===== src/rtl/dhr_pkg.sv =====
package dhr_pkg;

    // Header layout: five bytes, checked in order.
    localparam logic [2:0] HP_D     = 3'd0;
    localparam logic [2:0] HP_H     = 3'd1;
    localparam logic [2:0] HP_KIND  = 3'd2;
    localparam logic [2:0] HP_WIDTH = 3'd3;
    localparam logic [2:0] HP_ROWS  = 3'd4;
    localparam logic [2:0] HDR_LEN  = 3'd5;

    localparam logic [7:0] HDR_CHAR_D   = 8'h44;
    localparam logic [7:0] HDR_CHAR_H   = 8'h48;
    localparam logic [7:0] HDR_KIND_RAW = 8'h52;
    localparam logic [7:0] HDR_KIND_RLE = 8'h58;
    localparam logic [7:0] HDR_WIDTH    = 8'd80;
    localparam logic [7:0] HDR_ROWS     = 8'd192;

    // A byte with both top bits set is a run count.
    localparam logic [1:0] RUN_TAG = 2'b11;

    typedef struct packed {
        logic [7:0] stream_byte;
        logic       start_of_file;
    } t_in_beat;

    typedef struct packed {
        logic [7:0] pixel_byte;
        logic [7:0] row;
        logic [5:0] column;
        logic       to_aux;
        logic       image_done;
        logic       header_error;
        logic       last;
    } t_out_beat;

    // Placement of the byte at the current screen position.
    typedef struct packed {
        logic [7:0] row;
        logic [5:0] column;
        logic       to_aux;
        logic       image_done;
    } t_pos_info;

endpackage


===== src/rtl/dhr_pos.sv =====
module dhr_pos #(
    parameter int ROWS      = 192,
    parameter int ROW_BYTES = 80
) (
    input  logic                i_clk,
    input  logic                i_rst_n,
    input  logic                i_clear,
    input  logic                i_step,
    input  logic                i_compressed,
    output dhr_pkg::t_pos_info  o_info
);
    import dhr_pkg::*;

    localparam int BIR_W = $clog2(ROW_BYTES);
    localparam int HALF  = ROW_BYTES / 2;
    localparam int CW    = (BIR_W > 6) ? BIR_W : 6;

    logic [7:0]       r_row;
    logic [BIR_W-1:0] r_bir;
    logic [BIR_W:0]   bir_next;
    logic [BIR_W-1:0] col;
    logic [CW-1:0]    col_ext;
    logic             row_end;
    logic             last_row;
    logic             aux;

    assign bir_next = {1'b0, r_bir} + (BIR_W+1)'(1);
    assign row_end  = (bir_next == (BIR_W+1)'(ROW_BYTES));
    assign last_row = ({1'b0, r_row} + 9'd1) >= 9'(ROWS);

    // Run-length data interleaves the banks; raw data splits each row in half.
    always_comb begin
        if (i_compressed) begin
            aux = ~r_bir[0];
            col = r_bir >> 1;
        end else if (r_bir < BIR_W'(HALF)) begin
            aux = 1'b1;
            col = r_bir;
        end else begin
            aux = 1'b0;
            col = r_bir - BIR_W'(HALF);
        end
    end

    assign col_ext = CW'(col);

    assign o_info = '{
        row:        r_row,
        column:     col_ext[5:0],
        to_aux:     aux,
        image_done: row_end && last_row
    };

    always_ff @(posedge i_clk) begin
        if (!i_rst_n || i_clear) begin
            r_row <= '0;
            r_bir <= '0;
        end else if (i_step) begin
            if (row_end) begin
                r_bir <= '0;
                if (!last_row) begin
                    r_row <= r_row + 8'd1;
                end
            end else begin
                r_bir <= bir_next[BIR_W-1:0];
            end
        end
    end

endmodule


===== src/rtl/dhr_image_stream_decoder.sv =====
// Image stream decoder for double hi-res picture files.
//
// Input channel: one file byte per beat on i_in_beat, with start_of_file set
// on the first header byte to restart decoding. Output channel: one decoded
// screen byte per beat on o_out_beat, tagged with row, column and bank; the
// last beat caused by an input byte carries last.
// The five-byte header yields no beats, except a single error beat on the
// fifth byte of a bad header. Raw files give one beat per data byte; run-
// length files give one beat per literal byte, none for a count byte, and
// the whole run (up to 63 beats) on the byte that follows a count.
// The single beat of a literal, raw or bad-header byte is valid in the
// cycle after the byte is accepted; the first beat of a run is registered
// in the run state first and then in the output register. During a run the
// position unit places one byte per cycle unless the receiver stalls. The
// input is stalled while a run is being emitted and while the output
// register holds a beat.
// Reset clears the header check and the screen position; the first byte
// after reset is taken as header byte 0. When the receiver stalls, the
// output beat holds and the run in progress pauses.
module dhr_image_stream_decoder #(
    parameter int ROWS      = 192,
    parameter int ROW_BYTES = 80
) (
    input  logic                i_clk,
    input  logic                i_rst_n,
    input  logic                i_in_valid,
    output logic                o_in_stall,
    input  dhr_pkg::t_in_beat   i_in_beat,
    output logic                o_out_valid,
    input  logic                i_out_stall,
    output dhr_pkg::t_out_beat  o_out_beat
);
    import dhr_pkg::*;

    typedef enum logic {
        S_IDLE,
        S_RUN
    } t_state;

    t_state     r_state, n_state;
    logic [2:0] r_hdr_idx, n_hdr_idx;
    logic       r_comp, n_comp;
    logic       r_failed, n_failed;
    logic       r_pend, n_pend;
    logic [5:0] r_count, n_count;
    logic       r_finished, n_finished;
    logic [5:0] r_left, n_left;
    logic [7:0] r_data, n_data;
    logic       r_out_valid, n_out_valid;
    t_out_beat  r_out, n_out;

    logic       accept;
    logic       sof;
    logic [7:0] b;
    logic [2:0] e_hdr_idx;
    logic       e_failed;
    logic       hdr_ok;
    logic       fail_now;
    logic       out_free;
    logic       pos_step;
    t_pos_info  pos;

    dhr_pos #(
        .ROWS      (ROWS),
        .ROW_BYTES (ROW_BYTES)
    ) u_pos (
        .i_clk        (i_clk),
        .i_rst_n      (i_rst_n),
        .i_clear      (accept && sof),
        .i_step       (pos_step),
        .i_compressed (r_comp),
        .o_info       (pos)
    );

    assign o_in_stall  = (r_state != S_IDLE) || r_out_valid;
    assign accept      = i_in_valid && !o_in_stall;
    assign sof         = i_in_beat.start_of_file;
    assign b           = i_in_beat.stream_byte;
    assign out_free    = !r_out_valid || !i_out_stall;
    assign o_out_valid = r_out_valid;
    assign o_out_beat  = r_out;

    // Header state as seen by this byte; start of file restarts the check.
    assign e_hdr_idx = sof ? HP_D : r_hdr_idx;
    assign e_failed  = sof ? 1'b0 : r_failed;

    always_comb begin
        unique case (e_hdr_idx)
            HP_D:     hdr_ok = (b == HDR_CHAR_D);
            HP_H:     hdr_ok = (b == HDR_CHAR_H);
            HP_KIND:  hdr_ok = (b == HDR_KIND_RAW) || (b == HDR_KIND_RLE);
            HP_WIDTH: hdr_ok = (b == HDR_WIDTH);
            default:  hdr_ok = (b == HDR_ROWS);
        endcase
    end

    assign fail_now = e_failed || !hdr_ok;

    always_comb begin
        n_state     = r_state;
        n_hdr_idx   = r_hdr_idx;
        n_comp      = r_comp;
        n_failed    = r_failed;
        n_pend      = r_pend;
        n_count     = r_count;
        n_finished  = r_finished;
        n_left      = r_left;
        n_data      = r_data;
        n_out_valid = r_out_valid && i_out_stall;
        n_out       = r_out;
        pos_step    = 1'b0;

        unique case (r_state)
            S_IDLE: begin
                if (accept) begin
                    if (sof) begin
                        n_hdr_idx  = HP_D;
                        n_comp     = 1'b0;
                        n_failed   = 1'b0;
                        n_pend     = 1'b0;
                        n_count    = '0;
                        n_finished = 1'b0;
                    end
                    if (e_hdr_idx < HDR_LEN) begin
                        n_hdr_idx = e_hdr_idx + 3'd1;
                        n_failed  = fail_now;
                        if (e_hdr_idx == HP_KIND) begin
                            n_comp = (b == HDR_KIND_RLE);
                        end
                        if (e_hdr_idx == HP_ROWS && fail_now) begin
                            n_out_valid = 1'b1;
                            n_out = '{pixel_byte: '0, row: '0, column: '0,
                                      to_aux: 1'b0, image_done: 1'b0,
                                      header_error: 1'b1, last: 1'b1};
                        end
                    end else if (!r_failed && !r_finished) begin
                        if (r_comp && r_pend) begin
                            // The byte after a count: start the run if any.
                            n_pend  = 1'b0;
                            n_count = '0;
                            if (r_count != '0) begin
                                n_state = S_RUN;
                                n_left  = r_count;
                                n_data  = b;
                            end
                        end else if (r_comp && b[7:6] == RUN_TAG) begin
                            n_pend  = 1'b1;
                            n_count = b[5:0];
                        end else begin
                            pos_step    = 1'b1;
                            n_out_valid = 1'b1;
                            n_out = '{pixel_byte: b, row: pos.row,
                                      column: pos.column, to_aux: pos.to_aux,
                                      image_done: pos.image_done,
                                      header_error: 1'b0, last: 1'b1};
                            if (pos.image_done) begin
                                n_finished = 1'b1;
                            end
                        end
                    end
                end
            end
            S_RUN: begin
                // One repeated byte per cycle while the output is not stalled; a run is cut at the image end.
                if (out_free) begin
                    pos_step    = 1'b1;
                    n_out_valid = 1'b1;
                    n_left      = r_left - 6'd1;
                    n_out = '{pixel_byte: r_data, row: pos.row,
                              column: pos.column, to_aux: pos.to_aux,
                              image_done: pos.image_done, header_error: 1'b0,
                              last: (r_left == 6'd1) || pos.image_done};
                    if (pos.image_done) begin
                        n_finished = 1'b1;
                    end
                    if ((r_left == 6'd1) || pos.image_done) begin
                        n_state = S_IDLE;
                    end
                end
            end
            default: n_state = S_IDLE;
        endcase
    end

    always_ff @(posedge i_clk) begin
        if (!i_rst_n) begin
            r_state     <= S_IDLE;
            r_hdr_idx   <= HP_D;
            r_comp      <= 1'b0;
            r_failed    <= 1'b0;
            r_pend      <= 1'b0;
            r_count     <= '0;
            r_finished  <= 1'b0;
            r_left      <= '0;
            r_out_valid <= 1'b0;
        end else begin
            r_state     <= n_state;
            r_hdr_idx   <= n_hdr_idx;
            r_comp      <= n_comp;
            r_failed    <= n_failed;
            r_pend      <= n_pend;
            r_count     <= n_count;
            r_finished  <= n_finished;
            r_left      <= n_left;
            r_out_valid <= n_out_valid;
        end
        r_data <= n_data;
        r_out  <= n_out;
    end

    // A run in progress always has bytes left to emit.
    a_run_left: assert property (@(posedge i_clk) disable iff (!i_rst_n)
        (r_state == S_RUN) |-> (r_left != 6'd0))
        else $error("run state with no bytes left");

    // An error beat on the output belongs to a failed header.
    a_err_failed: assert property (@(posedge i_clk) disable iff (!i_rst_n)
        (r_out_valid && r_out.header_error) |-> r_failed)
        else $error("header error beat without failed header");

    // The final image beat leaves the decoder finished and idle.
    a_done_fin: assert property (@(posedge i_clk) disable iff (!i_rst_n)
        (r_out_valid && r_out.image_done) |-> (r_finished && r_state == S_IDLE))
        else $error("image done beat while decoder not finished");

    // A pending count only exists for run-length files.
    a_pend_comp: assert property (@(posedge i_clk) disable iff (!i_rst_n)
        r_pend |-> r_comp)
        else $error("pending run count in a raw file");

endmodule


===== config.mk =====
export PLATFORM = sky130hd
export DESIGN_NAME = dhr_image_stream_decoder
export DESIGN_NICKNAME = d
export VERILOG_FILES = /design/src/rtl/dhr_pkg.sv /design/src/rtl/dhr_pos.sv /design/src/rtl/dhr_image_stream_decoder.sv
export SDC_FILE = /design/constraint.sdc
export NUM_CORES = 1
export LEC_CHECK = 0
export BUFFER_PORTS_ARGS = -buffer_cell sky130_fd_sc_hd__buf_2
export CAP_MARGIN = 10
export CORE_MARGIN = 2
export CORE_UTILIZATION = 40
export CTS_CLUSTER_SIZE = 10
export DETAILED_ROUTE_END_ITERATION = 16
export PLACE_DENSITY = 0.67
export RECOVER_POWER = 50
export SYNTH_ARGS = -nofsm -noshare
export SYNTH_HDL_FRONTEND = slang
export SYNTH_SLANG_ARGS = --single-unit
export TNS_END_PERCENT = 20

===== constraint.sdc =====
create_clock -name i_clk -period 5.53 [get_ports i_clk]
set_input_delay 0.553 -clock i_clk [delete_from_list [all_inputs] [get_ports i_clk]]
set_output_delay 0.553 -clock i_clk [all_outputs]
set_load 0.01 [all_outputs]

# Word level (Yosys, flattened, before mapping)
# Cells that the tools add are included.
# word_totals
regBits,70
# op_classes
add_sub_neg,6
magnitude_cmp,3
eq_ne,24
muxes,71
bitwise,4
n_reduce_logical,29
# ops
cell,n
2-to-1 mux 26 bit,7
2-to-1 mux 6 bit,13
one-hot mux 26 bit (2 select lines),1
== test 8 x 7 -> 1 bit (second input constant),6
2-to-1 mux 1 bit,41
AND reduction 6 bit,3
!= test 3 bit (second input constant),4
one-hot mux 6 bit (2 select lines),1
!= test 2 bit (second input constant),5
adder 8 x 1 -> 9 bit (second input constant),1
greater-or-equal comparator 9 x 8 -> 1 bit (second input constant),1
adder 7 x 1 -> 8 bit (second input constant),1
adder 8 x 1 -> 8 bit (second input constant),1
== test 8 bit (second input constant),1
logical AND 1 bit,8
one-hot mux 1 bit (2 select lines),4
logical NOT 1 bit,7
< comparator 7 x 6 -> 1 bit (second input constant),1
2-to-1 mux 7 bit,1
== test 3 x 2 -> 1 bit (second input constant),2
== test 6 x 1 -> 1 bit (second input constant),1
logical OR 1 bit,6
2-to-1 mux 3 bit,2
AND reduction 3 bit,2
13 further kinds,17

# Logic depth before layout (Yosys ltp)
# logic_depth
ltp_word,10
depth_mapped,9
ltp_nobuf,8

# Modules after synthesis
# A second synthesis with hierarchy kept.
# hier_totals
hier_cells,369
hier_area_um2,3648.5
# modules_own_cells
mod,n_inst,cells_each,area_per_inst_um2,seq_area_each_um2
dhr_image_stream_decoder,1,244,2603.7,1441.4
dhr_pos,1,125,1044.8,300.3

# Worst setup path before layout
# No wires, ideal clock.
# synth_timing
kind,input -> register
from,input port i_in_beat[0] (netlist bit)
to,"register r_out, in the netlist o_out_beat[0], enable pin"
arrival_ns,3.933
setup_slack_ns,1.152
path_stages,8
path_buffers,1
cell_sequence,clkbuf_1 inv_1 and3_1 ha_1 or4_1 nand4_1 o311ai_0 o21ai_0
# synth_between
elab_chain_len,8
# synth_rtl
item,line_no,source
start: declaration,dhr_image_stream_decoder.sv:28,"input dhr_pkg::t_in_beat i_in_beat,"
2-to-1 mux 3 bit,-,
== test 3 x 2 -> 1 bit (tied with other cells),dhr_image_stream_decoder.sv:88,unique case (e_hdr_idx)
one-hot mux 1 bit (4 select lines),dhr_image_stream_decoder.sv:88,
logical NOT 1 bit,dhr_image_stream_decoder.sv:97,assign fail_now = e_failed || !hdr_ok;
logical OR 1 bit,dhr_image_stream_decoder.sv:97,
logical AND 1 bit,dhr_image_stream_decoder.sv:130,if (e_hdr_idx == HP_ROWS && fail_now) begin
!= test 3 bit (no line),-,
AND reduction 6 bit (no line) (*),-,
end signal: assignment,dhr_image_stream_decoder.sv:208,r_out <= n_out;
end: declaration,dhr_image_stream_decoder.sv:50,"t_out_beat r_out, n_out;"
# Every way passes the cells marked *; elsewhere a longest branch is shown, timed or not.
# A chain may end at the register's enable or synchronous reset.

# Worst setup path after layout
# layout_timing
from,register u_pos.r_bir[4]
to,register r_finished
# layout_between
elab_chain_len,10
# layout_rtl
item,line_no,source
start: declaration,dhr_pos.sv:19,logic [BIR_W-1:0] r_bir;
start signal: assignment,dhr_pos.sv:65,r_bir <= bir_next[BIR_W-1:0];
adder 7 x 1 -> 8 bit (*),dhr_pos.sv:27,"assign bir_next = {1'b0, r_bir} + (BIR_W+1)'(1);"
== test 8 x 7 -> 1 bit (*),dhr_pos.sv:28,assign row_end = (bir_next == (BIR_W+1)'(ROW_BYTES));
logical AND 1 bit (*),dhr_pos.sv:51,image_done: row_end && last_row
2-to-1 mux 1 bit,dhr_image_stream_decoder.sv:156,if (pos.image_done) begin
2-to-1 mux 1 bit,dhr_image_stream_decoder.sv:146,end else if (r_comp && b[7:6] == RUN_TAG) begin
2-to-1 mux 1 bit,dhr_image_stream_decoder.sv:137,if (r_comp && r_pend) begin
2-to-1 mux 1 bit,dhr_image_stream_decoder.sv:136,end else if (!r_failed && !r_finished) begin
2-to-1 mux 1 bit,dhr_image_stream_decoder.sv:124,if (e_hdr_idx < HDR_LEN) begin
2-to-1 mux 1 bit,dhr_image_stream_decoder.sv:115,if (accept) begin
one-hot mux 1 bit (2 select lines),dhr_image_stream_decoder.sv:113,unique case (r_state)
end signal: assignment,dhr_image_stream_decoder.sv:203,r_finished <= n_finished;
end: declaration,dhr_image_stream_decoder.sv:46,"logic r_finished, n_finished;"
# Every way passes the cells marked *; elsewhere a longest branch is shown, timed or not. The select of a mux whose other input is x is not followed.

==> results.md <==
* First drt pass iteration count at 5
* Syn-to-layout area delta at 12.3%
* Largest net degree at the start of global routing at 41
* Kind of critical path: reg -> reg
* Clock Skews at 0.00889 ns
* Vias in the first global route at 2734
* Average via count per standard cell at 5.58
* DRC violations left at 0
* Synth Net Count at approximately 400
* RSZ-0062 raised after global routing: no
* Final wirelength at 8.09 mm
* Final Max Slew Viols at 0
* Crit path launch type: register
* DPL Wire Length at 5.45 mm
* Synth cell types at 54
* Vias at between 2000 and 3000
* Minimum clock period after layout at 2.85 ns
* DP Area at 3840 um^2
* Hold_sp: r_left[5]
* Antenna-violating nets left at 0
* Leading area contributor after synthesis: edfxtp_1
* # IOs at about 40
* Port bufs at 40
* Initial antenna violation count at 0
* #FFs+latches synth at 70
* DIE WIDTH at 98.4 um
* Predominant post-synthesis flop cell: dfxtp_1
* Crit Path Max Fanout at 17
* Reg-to-Reg End: r_finished
* Peak VDD IR at 0.0778 mV
* Initial core utilization at 41.1%
* TritonCTS clock tree: done
* Finish-stage setup viols at 0
* Clock tree sinks at 70
* Design Power at 0.000998 W
* Ant diodes at 0
* Cts hold-fix bufs at 0
* Lkg Pwr at 1.32 nW
* Status: complete, no violations
* Top cells by area, synth: edfxtp_1 (29%), dfxtp_1 (20%), nand2_1 (6.1%)
* Core area at 8680 um^2
* Area occupied by registers at 1740 um^2
* Die height at 98.4 um
* Reg2reg start: u_pos.r_bir[4]
* Critical path capture point: r_finished
* Global-route wire length before repair at 13.2 mm
* Worst reg2reg path depth at 6
* Post-synthesis sequential area ratio at 48.9%
* Total GRT Usage at 16.8%
* Layout cells sized above 1 at 7.35%
* Core Rows at 34
* Post-Syn Area at 3560 um^2
* Num CTS Buffers at 9
* Later-pin clock latency in the skew report at 0.35 ns
* Fin. Hold Viols at 0
* Measured slew at the worst slew-check pin at roughly 1.4 ns
* H-tree depth at 3
* Hold Path Class: reg -> reg
* Area occupied by multi-input gates at ~1700 um^2
* Total gr overflow at 0
* Max Cap Viol at 0
* Nets@finish at 438
* Final instance area at 4000 um^2
* Register clock-pin slew on the reported worst setup and hold paths at 0.07 ns
* Req. time, crit path at 5.77 ns
* Cells after Synth at ~380
* Arrival time worst endpoint at 3.10 ns
* Setup ws final at 2.68 ns
* Mean Syn Cell Area at 9.33 um^2
* CTS Buffer Depth at 2
* Fin crit share at 51.6%
* Wirelength per Cell at ~15 um
* Worst Setup End Kind: register
* Reg2reg setup slack at 2.68 ns
* Die ar. at around 9700 um^2
* Slew HR at 8.45%
* Final core utilization at 46.1%
* PD cells at 249 nW/um^2
* FILL cells at between 800 and 900
* RePlAce Congestion at 0.872
* Postcts setup bufs at 0
* PostCTS Resize Cnt at 0
* Yosys top cell area share at 28.7%
* Post-synthesis async set-or-reset flop share at 0%
* Yosys warning total at 0
* Post-synth EDFFs at 34
* Crit path from: u_pos.r_bir[4]
* Setup Slack @ Placement at 2.49 ns
* Initial drt markers at 227
* Setup TNS at 0 ns
* Max Freq at 350 MHz
* CTS Root Cell: clkbuf_8
-- cells by family after synthesis --
group / after synthesis / share of synthesized area [%]
multiplexers: 11 / 3.13
flip-flops: 70 / 48.9
AND/OR/NAND/NOR: 160 / 23.3
adder cells (fa/ha/maj): 8 / 2.81
AO/OA/AOI/OAI: 96 / 17.0
XOR/XNOR: 5 / 1.23
buffers and inverters: 32 / 3.65
-- cells in the final DEF, fill, tap and decap left out, types with 3 or more instances in the layout --
cell       n
nand2_1   58
clkbuf_1  36
dfxtp_1   36
edfxtp_1  34
o21ai_0   30
nor2_1    23
a21oi_1   21
inv_1     13
nor2b_1   13
nand3_1   12
mux2i_1   10
nand2b_1   9
a21boi_0   9
clkbuf_8   9
ha_1       8
a31oi_1    6
nor4b_1    6
and3_1     5
nor3_1     5
o31ai_1    4
or3_1      4
nor4_1     4
buf_2      4
o211ai_1   3
xnor2_1    3
a41oi_1    3
or4_1      3
o21a_1     3
nand3b_1   3
clkinv_2   3
-- synth_stat cells (all sizes together), types with 2 or more instances --
| library cell | n |
|---|---|
| and3 | 5 |
| nand4 | 3 |
| buf | 7 |
| nand3b | 3 |
| xnor2 | 3 |
| dfxtp | 36 |
| o221a | 2 |
| or4 | 3 |
| nor2 | 23 |
| o21ai | 33 |
| or3 | 4 |
| nor4 | 6 |
| o22ai | 2 |
| nand2 | 58 |
| nor4b | 6 |
| clkbuf | 12 |
| a21boi | 9 |
| edfxtp | 34 |
| o311ai | 2 |
| mux2i | 10 |
| a41oi | 3 |
| nor2b | 13 |
| o211ai | 3 |
| o21a | 3 |
| nand2b | 9 |
| xor2 | 2 |
| and2 | 4 |
| a21oi | 21 |
| nor3 | 5 |
| a31oi | 6 |
| inv | 13 |
| o2111ai | 2 |
| ha | 8 |
| o31ai | 4 |
| nand3 | 12 |
-- where the power goes --
part / internal (W) / switching, W / total (W)
clock: 0.000205 / 0.000198 / 0.000403
sequential: 0.000544 / 0.00000393 / 0.000548
combinational: 0.0000155 / 0.0000317 / 0.0000472
-- critical path, stage by stage, from the launching register on --
cell,delay [ns]
dfxtp_1,0.52
ha_1,0.25
a41oi_1,0.16
and2_0,0.20
o2111ai_1,1.08
o311ai_0,0.33
o311a_1,0.20
-- routing by layer --
layer / up-vias / routed length (um) / GRT usage [%] / part of all wire (%)
li1: 1452 / - / - / -
met1: 1402 / 3710 / 22.0 / 46
met2: 93 / 3850 / 26.6 / 48
met3: 12 / 370 / 4.15 / 4.6
met4: 0 / 159 / 6.95 / 2.0
met5: - / 0 / 0 / 0
-- sequential cells by signal (all words and copies together), names as in the netlist, 3 cells and up --
signal,flops
o_out_beat,26
r_data,8
u_pos.r_row,8
u_pos.r_bir,7
r_count,6
r_left,6
r_hdr_idx,3
-- layout make-up --
class | count | share of cell area [%]
Sequential cell | 70 | 43.5
Multi-Input combinational cell | 280 | 42.2
Timing Repair Buffer | 43 | 4.94
Tap cell | 108 | 3.38
Clock buffer | 9 | 3.10
Clock inverter | 7 | 1.63
Inverter | 13 | 1.22
-- per-stage QoR --
step	hold slack [ns]	cells
finish	0.474	530
global route	0.478	530
CTS	0.410	529
detailed placement	0.464	513
global placement	0.456	513
floorplan	0.436	382
-- worst min-delay path by stage --
stage / endpoint / slack [ns] / cells after the start
after floorplan: r_left[5] / 0.44 / 2
after global placement: r_left[5] / 0.46 / 2
after detailed placement: r_left[5] / 0.46 / 2
after CTS: r_data[5] / 0.41 / 1
after global routing: r_data[0] / 0.48 / 1
final: r_left[5] / 0.47 / 2
No activity file was read; power rests on OpenSTA's default activity.
